==> config.mk <==
export PLATFORM = sky130hd
export DESIGN_NAME = redo_log_transaction_tracker
export DESIGN_NICKNAME = d
export VERILOG_FILES = /design/src/hdl/rlt_pkg.sv /design/src/hdl/redo_log_transaction_tracker.sv /design/src/hdl/rlt_cell.sv /design/src/hdl/rlt_chain.sv
export SDC_FILE = /design/constraint.sdc
export NUM_CORES = 1
export LEC_CHECK = 0
export BUFFER_PORTS_ARGS = -buffer_cell sky130_fd_sc_hd__buf_4
export CAP_MARGIN = 10
export CORE_MARGIN = 2
export CORE_UTILIZATION = 55
export CTS_CLUSTER_SIZE = 25
export DETAILED_ROUTE_END_ITERATION = 7
export MAX_ROUTING_LAYER = met4
export PLACE_DENSITY = 0.75
export REMOVE_ABC_BUFFERS = 1
export SLEW_MARGIN = 20
export SYNTH_ARGS = -nofsm -noshare
export SYNTH_HDL_FRONTEND = slang
export SYNTH_SLANG_ARGS = --single-unit
==> constraint.sdc <==
create_clock -name clk -period 55.5 [get_ports clk]
set_input_delay 2.775 -clock clk [delete_from_list [all_inputs] [get_ports clk]]
set_output_delay 2.775 -clock clk [all_outputs]
set_load 0.05 [all_outputs]
==> src/hdl/rlt_pkg.sv <==
// ----------------------------------------------------------------------------
// Redo-log transaction tracker package
// Shared sizes, request and status codes, and the chain control word.
// ----------------------------------------------------------------------------
package rlt_pkg;

  // Table geometry.
  localparam int LOG_ENTRIES = 30;
  localparam int BLK_W       = 24;
  localparam int STEP_W      = $clog2(LOG_ENTRIES);
  localparam int CNT_W       = 5;

  // Request codes.
  localparam logic [1:0] REQ_BEGIN = 2'd0;
  localparam logic [1:0] REQ_END   = 2'd1;
  localparam logic [1:0] REQ_WRITE = 2'd2;

  // Result status codes.
  localparam logic [3:0] ST_OK       = 4'd0;
  localparam logic [3:0] ST_WAIT     = 4'd1;
  localparam logic [3:0] ST_TOO_BIG  = 4'd2;
  localparam logic [3:0] ST_OUTSIDE  = 4'd3;
  localparam logic [3:0] ST_UNMATCH  = 4'd4;
  localparam logic [3:0] ST_LOG_COPY = 4'd5;
  localparam logic [3:0] ST_HEADER   = 4'd6;
  localparam logic [3:0] ST_INSTALL  = 4'd7;
  localparam logic [3:0] ST_DISABLED = 4'd8;

  // Configuration register indexes.
  localparam logic [1:0] CFG_LOG_START   = 2'd0;
  localparam logic [1:0] CFG_LOG_SIZE    = 2'd1;
  localparam logic [1:0] CFG_OP_RESERVE  = 2'd2;
  localparam logic [1:0] CFG_LOG_ENABLED = 2'd3;

  // Control word for the ring of table cells.
  typedef struct packed {
    logic shift;    // rotate the ring by one cell
    logic replace;  // the word entering the tail is the new block
  } chain_ctrl_t;

endpackage

==> src/hdl/redo_log_transaction_tracker.sv <==
// A word that gives one result has it registered from the decide state once
// the output register is free. A write request first rotates the table ring
// once. A commit rotates the ring twice, one cell a cycle while the output
// register is free, and gives its 2n+2 results. One request is in work at a
// time: the next word is taken the cycle after the last result is loaded. Reset
// (rst, synchronous) clears counts and state and sets the config defaults.
// ----------------------------------------------------------------------------
// Redo-log transaction tracker
// Grants operations against log space, records written blocks with
// absorption of repeats, and plays out the group-commit sequence.
// ----------------------------------------------------------------------------
module redo_log_transaction_tracker
  import rlt_pkg::*;
(
  input  logic             clk,
  input  logic             rst,
  input  logic             cfg_we,
  input  logic [1:0]       cfg_index,
  input  logic [23:0]      cfg_data,
  input  logic             req_valid,
  output logic             req_ready,
  input  logic [1:0]       req_type,
  input  logic [23:0]      block_number,
  output logic             rsp_valid,
  input  logic             rsp_ready,
  output logic [3:0]       status,
  output logic [23:0]      src_block,
  output logic [23:0]      dst_block,
  output logic [4:0]       header_count,
  output logic [4:0]       slot,
  output logic             last
);

  // Controller state codes.
  localparam logic [2:0] S_IDLE    = 3'd0;
  localparam logic [2:0] S_DECIDE  = 3'd1;
  localparam logic [2:0] S_SEARCH  = 3'd2;
  localparam logic [2:0] S_WRESP   = 3'd3;
  localparam logic [2:0] S_COPY    = 3'd4;
  localparam logic [2:0] S_HDR     = 3'd5;
  localparam logic [2:0] S_INSTALL = 3'd6;
  localparam logic [2:0] S_CLR     = 3'd7;

  localparam logic [STEP_W-1:0] LAST_STEP = STEP_W'(LOG_ENTRIES - 1);

  // Configuration registers.
  logic [23:0] log_start;
  logic [10:0] log_size;
  logic [4:0]  op_reserve;
  logic        log_enabled;

  // Control state.
  logic [2:0]        state;
  logic [2:0]        state_next;
  logic [CNT_W-1:0]  entry_count;
  logic [CNT_W-1:0]  entry_count_next;
  logic [CNT_W-1:0]  open_ops;
  logic [CNT_W-1:0]  open_ops_next;
  logic [STEP_W-1:0] step;
  logic [STEP_W-1:0] step_next;
  logic              found;
  logic              found_next;
  logic [STEP_W-1:0] found_idx;
  logic [STEP_W-1:0] found_idx_next;

  // Held request word.
  logic [1:0]       hold_type;
  logic [BLK_W-1:0] hold_blk;

  // Ring interface.
  chain_ctrl_t      chain_ctrl;
  logic [BLK_W-1:0] head;

  // Result emitted this cycle.
  logic              emit;
  logic [3:0]        e_status;
  logic [23:0]       e_src;
  logic [23:0]       e_dst;
  logic [4:0]        e_cnt;
  logic [4:0]        e_slot;
  logic              e_last;

  logic              out_free;
  logic [5:0]        ops_inc;
  logic [10:0]       need;
  logic [23:0]       log_addr;
  logic              in_table;
  logic              hit;

  assign out_free  = !rsp_valid || rsp_ready;
  assign req_ready = (state == S_IDLE);

  // Space check for a begin request.
  assign ops_inc  = {1'b0, open_ops} + 6'd1;
  assign need     = 11'({5'b0, ops_inc} * {6'b0, op_reserve}) + {6'b0, entry_count};

  // Log slot address for the current ring position, and search match.
  assign log_addr = log_start + 24'(step) + 24'd1;
  assign in_table = (CNT_W'(step) < entry_count);
  assign hit      = in_table && (head == hold_blk) && !found;

  rlt_chain u_chain (
    .clk   (clk),
    .ctrl  (chain_ctrl),
    .wdata (hold_blk),
    .head  (head)
  );

  // Sequencer: decides the next state, ring moves and the result to emit.
  always_comb begin
    state_next       = state;
    entry_count_next = entry_count;
    open_ops_next    = open_ops;
    step_next        = step;
    found_next       = found;
    found_idx_next   = found_idx;
    chain_ctrl       = '0;
    emit             = 1'b0;
    e_status         = ST_OK;
    e_src            = '0;
    e_dst            = '0;
    e_cnt            = '0;
    e_slot           = '0;
    e_last           = 1'b1;

    case (state)
      S_IDLE: begin
        if (req_valid) begin
          state_next = S_DECIDE;
        end
      end

      S_DECIDE: begin
        if (out_free) begin
          emit       = 1'b1;
          state_next = S_IDLE;
          if (!log_enabled) begin
            e_status = ST_DISABLED;
          end else begin
            case (hold_type)
              REQ_BEGIN: begin
                if (open_ops == '1 || need > 11'(LOG_ENTRIES)) begin
                  e_status = ST_WAIT;
                end else begin
                  open_ops_next = open_ops + CNT_W'(1);
                end
              end
              REQ_WRITE: begin
                if (entry_count >= CNT_W'(LOG_ENTRIES) ||
                    {6'b0, entry_count} + 11'd1 >= log_size) begin
                  e_status = ST_TOO_BIG;
                end else if (open_ops == '0) begin
                  e_status = ST_OUTSIDE;
                end else begin
                  emit           = 1'b0;
                  state_next     = S_SEARCH;
                  step_next      = '0;
                  found_next     = 1'b0;
                  found_idx_next = '0;
                end
              end
              REQ_END: begin
                if (open_ops == '0) begin
                  e_status = ST_UNMATCH;
                end else begin
                  open_ops_next = open_ops - CNT_W'(1);
                  if (open_ops == CNT_W'(1) && entry_count != '0) begin
                    emit       = 1'b0;
                    state_next = S_COPY;
                    step_next  = '0;
                  end
                end
              end
              default: begin
                e_status = ST_OK;
              end
            endcase
          end
        end
      end

      // One full turn of the ring; a new block goes in at the first free slot.
      S_SEARCH: begin
        chain_ctrl.shift   = 1'b1;
        chain_ctrl.replace = (CNT_W'(step) == entry_count) && !found;
        if (hit) begin
          found_next     = 1'b1;
          found_idx_next = step;
        end
        if (step == LAST_STEP) begin
          state_next = S_WRESP;
          step_next  = '0;
        end else begin
          step_next = step + STEP_W'(1);
        end
      end

      S_WRESP: begin
        if (out_free) begin
          emit       = 1'b1;
          state_next = S_IDLE;
          if (found) begin
            e_slot = 5'(found_idx);
          end else begin
            e_slot           = entry_count;
            entry_count_next = entry_count + CNT_W'(1);
          end
        end
      end

      // Copy each entry into the log, one ring step at a time.
      S_COPY: begin
        if (out_free) begin
          chain_ctrl.shift = 1'b1;
          emit             = in_table;
          e_status         = ST_LOG_COPY;
          e_src            = head;
          e_dst            = log_addr;
          e_slot           = 5'(step);
          e_last           = 1'b0;
          if (step == LAST_STEP) begin
            state_next = S_HDR;
            step_next  = '0;
          end else begin
            step_next = step + STEP_W'(1);
          end
        end
      end

      S_HDR: begin
        if (out_free) begin
          emit       = 1'b1;
          e_status   = ST_HEADER;
          e_dst      = log_start;
          e_cnt      = entry_count;
          e_last     = 1'b0;
          state_next = S_INSTALL;
        end
      end

      // Install each logged block at its home address.
      S_INSTALL: begin
        if (out_free) begin
          chain_ctrl.shift = 1'b1;
          emit             = in_table;
          e_status         = ST_INSTALL;
          e_src            = log_addr;
          e_dst            = head;
          e_slot           = 5'(step);
          e_last           = 1'b0;
          if (step == LAST_STEP) begin
            state_next = S_CLR;
            step_next  = '0;
          end else begin
            step_next = step + STEP_W'(1);
          end
        end
      end

      S_CLR: begin
        if (out_free) begin
          emit             = 1'b1;
          e_status         = ST_HEADER;
          e_dst            = log_start;
          entry_count_next = '0;
          state_next       = S_IDLE;
        end
      end

      default: begin
        state_next = S_IDLE;
      end
    endcase
  end

  // Control registers and configuration.
  always_ff @(posedge clk) begin
    if (rst) begin
      state       <= S_IDLE;
      entry_count <= '0;
      open_ops    <= '0;
      step        <= '0;
      found       <= 1'b0;
      found_idx   <= '0;
      rsp_valid   <= 1'b0;
      log_start   <= 24'd0;
      log_size    <= 11'd31;
      op_reserve  <= 5'd10;
      log_enabled <= 1'b0;
    end else begin
      state       <= state_next;
      entry_count <= entry_count_next;
      open_ops    <= open_ops_next;
      step        <= step_next;
      found       <= found_next;
      found_idx   <= found_idx_next;
      if (emit) begin
        rsp_valid <= 1'b1;
      end else if (rsp_ready) begin
        rsp_valid <= 1'b0;
      end
      if (cfg_we) begin
        case (cfg_index)
          CFG_LOG_START:   log_start   <= cfg_data;
          CFG_LOG_SIZE:    log_size    <= cfg_data[10:0];
          CFG_OP_RESERVE:  op_reserve  <= cfg_data[4:0];
          CFG_LOG_ENABLED: log_enabled <= cfg_data[0];
          default: begin
          end
        endcase
      end
    end
  end

  // Payload registers: request hold and result word.
  always_ff @(posedge clk) begin
    if (req_valid && req_ready) begin
      hold_type <= req_type;
      hold_blk  <= block_number;
    end
    if (emit) begin
      status       <= e_status;
      src_block    <= e_src;
      dst_block    <= e_dst;
      header_count <= e_cnt;
      slot         <= e_slot;
      last         <= e_last;
    end
  end

`ifndef SYNTHESIS
  // The table never holds more entries than it has cells.
  a_count_bound: assert property (@(posedge clk) disable iff (rst)
    entry_count <= CNT_W'(LOG_ENTRIES))
    else $error("entry count beyond table size");

  // The header clear empties the table and ends the commit.
  a_commit_clears: assert property (@(posedge clk) disable iff (rst)
    (state == S_CLR && out_free) |=> (entry_count == '0 && state == S_IDLE))
    else $error("commit did not clear the table");

  // A new result is only loaded when the output register is free.
  a_no_overwrite: assert property (@(posedge clk) disable iff (rst)
    emit |-> out_free)
    else $error("result overwritten while waiting");

  // Ring position is at rest whenever the sequencer is idle.
  a_idle_step: assert property (@(posedge clk) disable iff (rst)
    (state == S_IDLE) |-> (step == '0))
    else $error("ring step left non-zero");
`endif

endmodule

==> src/hdl/rlt_cell.sv <==
// ----------------------------------------------------------------------------
// Table cell
// Holds one table entry and takes its neighbour's word when the ring shifts.
// ----------------------------------------------------------------------------
module rlt_cell
  import rlt_pkg::*;
(
  input  logic             clk,
  input  logic             shift,
  input  logic [BLK_W-1:0] d_in,
  output logic [BLK_W-1:0] q
);

  // Entry register; contents are undefined until written, so no reset.
  always_ff @(posedge clk) begin
    if (shift) begin
      q <= d_in;
    end
  end

endmodule

==> src/hdl/rlt_chain.sv <==
// ----------------------------------------------------------------------------
// Table ring
// A row of cells closed into a ring. Cell 0 is the head that the control
// logic reads; the head word, or a new block, re-enters at the tail.
// ----------------------------------------------------------------------------
module rlt_chain
  import rlt_pkg::*;
(
  input  logic             clk,
  input  chain_ctrl_t      ctrl,
  input  logic [BLK_W-1:0] wdata,
  output logic [BLK_W-1:0] head
);

  logic [BLK_W-1:0] cell_q [LOG_ENTRIES];
  logic [BLK_W-1:0] cell_d [LOG_ENTRIES];

  // Each cell takes its upper neighbour; the tail takes the head or the new word.
  always_comb begin
    for (int k = 0; k < LOG_ENTRIES - 1; k++) begin
      cell_d[k] = cell_q[k+1];
    end
    cell_d[LOG_ENTRIES-1] = ctrl.replace ? wdata : cell_q[0];
  end

  for (genvar g = 0; g < LOG_ENTRIES; g++) begin : g_cell
    rlt_cell u_cell (
      .clk   (clk),
      .shift (ctrl.shift),
      .d_in  (cell_d[g]),
      .q     (cell_q[g])
    );
  end

  assign head = cell_q[0];

endmodule

==> flow_metrics.env <==
export IMPL_cpLargestDelayFamily="buffers and inverters"
export IMPL_post_dp_hpwl_mm=34.55
export IMPL_post_route_period_util_pct=11.72
export IMPL_switching_share_pct=21.10
export IMPL_port_buffers=121
export IMPL_reg2reg_depth=17
export IMPL_nFillCells=3656
export IMPL_clockRootBuffer="sky130_fd_sc_hd__clkbuf_16"
export IMPL_first_iter_violations=1656
export IMPL_critPathRequiredTime_ns=55.73
export IMPL_cts_resized=0
export IMPL_yosysSeqAreaShare_pct=83.11
export IMPL_outcome="complete, no violations"
export IMPL_synth_seq_cells=875
export IMPL_seqPwrFrac_pct=55.0
export IMPL_place_gp_congestion=0.8797
export IMPL_worstSkewPairLatency_ns=0.63
export IMPL_drc=0
export IMPL_critical_path_class="primary input to register"
export IMPL_hold_path_depth=0
export IMPL_irDropWorstVdd_mv=0.02694
export IMPL_max_clock_freq_ghz=0.1537
export IMPL_synthesis_warning_total=0
export IMPL_area_growth_pct=14.49
export IMPL_power_density_nw_per_um2=37.45
export IMPL_path_common_cell="sky130_fd_sc_hd__buf_4"
export IMPL_h_tree_lvls=3
export IMPL_internal_power_mw=1.043
export IMPL_antenna_violating_nets_post_route=0
export IMPL_synthesis_area_per_instance_sq_um=18.37
export IMPL_drt_vias_per_instance=5.541
export IMPL_floorplan_initialDensity_pct=55.83
export IMPL_grt_antenna_before_repair=2
export IMPL_clock_period_minus_worst_slack_ns=6.505
export IMPL_p_sw_uw=278.8
export IMPL_cp_slowest_stage_delay_ns=0.95
export IMPL_grt_first_pass_wirelength_mm=85.08
export IMPL_core_area_sq_um=55200
export IMPL_post_drt_wl_per_cell_um=21.78
export IMPL_worst_hold_path_type="register to register"
export IMPL_multi_input_comb_area_sq_um=4850
export IMPL_grt_met3_usage_pct=4.747
export IMPL_ys_dominant_reg_cell="sky130_fd_sc_hd__edfxtp_1"
export IMPL_grt_max_degree=100
export IMPL_path_cells="buf_4 > nor2b_1 > a211oi_4 > buf_4 > buf_4 > buf_4 > buf_6"
export IMPL_global_route_overflow_total=0
export IMPL_placed_cell_area_sq_um=32640
export IMPL_gr_usage_met2_pct=30.56
export IMPL_clock_skew_final_ns=0.03000
export IMPL_crit_arrival_ns=6.73
export IMPL_drive_gt1_share_pct=14.38
export IMPL_final_cell_area_sq_um=35290
export IMPL_slowest_stage="sky130_fd_sc_hd__buf_4"
export IMPL_fp_dieW_um=240.7
export IMPL_setup_total_negative_slack_ns=0
export IMPL_rows=86
export IMPL_total_global_routing_track_utilization_pct=20.76
export IMPL_top_level_ports=122
export IMPL_tightestPinTransition_ns=1.058
export IMPL_netlist_area_sq_um=30820
export IMPL_drt_total_wl_mm=58.13
export IMPL_via_count=14790
export IMPL_post_cts_buffers=0
export IMPL_cts_sink_count=875
export IMPL_startpoint_type="primary input"
export IMPL_relSlewSlack_pct=29.49
export IMPL_power_share_clock_pct=41.3
export IMPL_timing_critical_path_depth=7
export IMPL_postSynth_asyncResetShare_pct=0
export IMPL_die_area_sq_um=57950
export IMPL_static_leakage_power_nw=11.70
export IMPL_grt_busiest_layer="met2"
export IMPL_timing_max_cap_violations=0
export IMPL_cts_max_path_buffers=3
export IMPL_chipHeight_um=240.7
export IMPL_final_nets=1978
export IMPL_power_share_combinational_pct=3.7
export IMPL_timing_final_hold_violations=0
export IMPL_crit_path_end_kind="register"
export IMPL_setup_viol_count_final=0
export IMPL_clk_pin_slew_ns=0.06
export IMPL_first_global_vias=14160
export IMPL_cp_max_fo=99
export IMPL_post_layout_nonfiller_instances=2669
export IMPL_global_route_usage_met1_pct=29.21
export IMPL_tritoncts="built"
export IMPL_number_of_buffers_inserted_during_clock_tree_synthesis=81
export IMPL_layout_area_seq_sq_um=25620
export IMPL_synth_lib_cells_used_distinct=63
export IMPL_synth_enable_flop_cells=809
export IMPL_finalMaxSlewViolations=0
export IMPL_cts_hold_buffers_added=0
export IMPL_syn_instance_count=1678
export IMPL_first_pass_iters=5
export IMPL_post_place_cells=2519
export IMPL_grt_setup_unrepaired="no"
export IMPL_cp_buffers_inverters=5
[stage by stage]
step	setup WS (ns)	utilization (%)	hold WS, ns	power [mW]
after detailed placement	48.06	59.14	0.4045	0.7893
after floorplan	-2.649	-	0.4003	0.7676
after global placement	48.21	59.14	0.4008	0.7883
after CTS	48.75	63.89	0.3885	1.334
final	49.00	63.92	0.3881	1.321
after global routing	48.69	63.92	0.4007	1.359
[power groups by stage]
stage	registers, mW	clock network [mW]	logic, mW
floorplan	0.756	0	0.0119
global placement	0.740	0	0.0482
detailed placement	0.740	0	0.0490
CTS	0.726	0.559	0.0493
global route	0.726	0.581	0.0517
finish	0.726	0.546	0.0491
[synthesized netlist by cell type, types with 15 or more instances]
cell type	number	area, sq um
sky130_fd_sc_hd__a21oi_1	77	385.4
sky130_fd_sc_hd__nand2_1	116	435.4
sky130_fd_sc_hd__and2_1	25	156.4
sky130_fd_sc_hd__xnor2_1	37	324.1
sky130_fd_sc_hd__fa_1	18	360.4
sky130_fd_sc_hd__dfxtp_1	66	1321
sky130_fd_sc_hd__o21ai_0	28	140.1
sky130_fd_sc_hd__xor2_1	21	183.9
sky130_fd_sc_hd__nand3_1	23	115.1
sky130_fd_sc_hd__inv_1	54	202.7
sky130_fd_sc_hd__nor2_1	70	262.8
sky130_fd_sc_hd__nor2b_1	15	93.84
sky130_fd_sc_hd__edfxtp_1	809	24290
sky130_fd_sc_hd__mux2_1	22	247.7
sky130_fd_sc_hd__o21ai_1	21	105.1
sky130_fd_sc_hd__ha_1	49	613.1
sky130_fd_sc_hd__clkbuf_1	32	120.1
sky130_fd_sc_hd__a22oi_1	19	142.6
sky130_fd_sc_hd__mux2i_1	18	180.2
[registers in the layout, indices dropped and copies added (netlist names)]
name / count
entry_count: 5
step: 5
log_enabled: 1
src_block: 24
open_ops: 5
dst_block: 24
log_start: 24
header_count: 5
found_idx: 5
u_chain.g_cell.u_cell.q: 720
rsp_valid: 1
state: 3
found: 1
hold_type: 2
last: 1
op_reserve: 5
slot: 5
status: 4
log_size: 11
hold_blk: 24
[kinds of logic after synthesis]
group | after synthesis | synth area share [%]
DFF | 875 | 83.11
and+or+nand+nor | 327 | 5.184
AOI/OAI and AO/OA | 209 | 4.177
buffers and inverters | 100 | 1.263
adders and majority gates | 67 | 3.158
xor gates and xnor gates | 58 | 1.648
muxes | 42 | 1.461
[placed cells by master (no fill, tap or decap), types with 19 or more instances in the layout]
| cell type | count |
|---|---|
| sky130_fd_sc_hd__a22oi_1 | 19 |
| sky130_fd_sc_hd__clkbuf_16 | 85 |
| sky130_fd_sc_hd__xor2_1 | 21 |
| sky130_fd_sc_hd__nor2_1 | 70 |
| sky130_fd_sc_hd__and2_1 | 24 |
| sky130_fd_sc_hd__o21ai_1 | 21 |
| sky130_fd_sc_hd__inv_1 | 54 |
| sky130_fd_sc_hd__o21ai_0 | 28 |
| sky130_fd_sc_hd__nand2_1 | 116 |
| sky130_fd_sc_hd__buf_4 | 135 |
| sky130_fd_sc_hd__clkbuf_1 | 20 |
| sky130_fd_sc_hd__mux2_1 | 22 |
| sky130_fd_sc_hd__xnor2_1 | 37 |
| sky130_fd_sc_hd__ha_1 | 49 |
| sky130_fd_sc_hd__edfxtp_1 | 809 |
| sky130_fd_sc_hd__nand3_1 | 23 |
| sky130_fd_sc_hd__dfxtp_1 | 65 |
| sky130_fd_sc_hd__a21oi_1 | 77 |
[path summary, 6_finish.rpt]
path,start,to,slack (ns)
worst min register to register,u_chain.g_cell[25].u_cell.q[7],u_chain.g_cell[24].u_cell.q[7],0.39
worst max register to register,open_ops[0],open_ops[1],50.23
worst max-delay path,rsp_ready,u_chain.g_cell[15].u_cell.q[21],49.00
worst min-delay path,u_chain.g_cell[25].u_cell.q[7],u_chain.g_cell[24].u_cell.q[7],0.39
[layer usage]
| layer | vias up | share of wire, % |
|---|---|---|
| met2 | 592 | 46 |
| met4 | 0 | 2.7 |
| li1 | 6704 | - |
| met1 | 7382 | 43 |
| met3 | 110 | 8.2 |
| met5 | - | 0 |
[cell type report]
| type | count | area share (%) |
|---|---|---|
| Antenna cell | 2 | 0.01418 |
| Clock buffer | 111 | 6.475 |
| Clock inverter | 37 | 0.9680 |
| Inverter | 55 | 0.5851 |
| Multi-Input combinational cell | 703 | 13.74 |
| Sequential cell | 875 | 72.59 |
| Tap cell | 748 | 2.652 |
| Timing Repair Buffer | 138 | 2.968 |
Note: power is estimated with default switching activity, not from simulation.
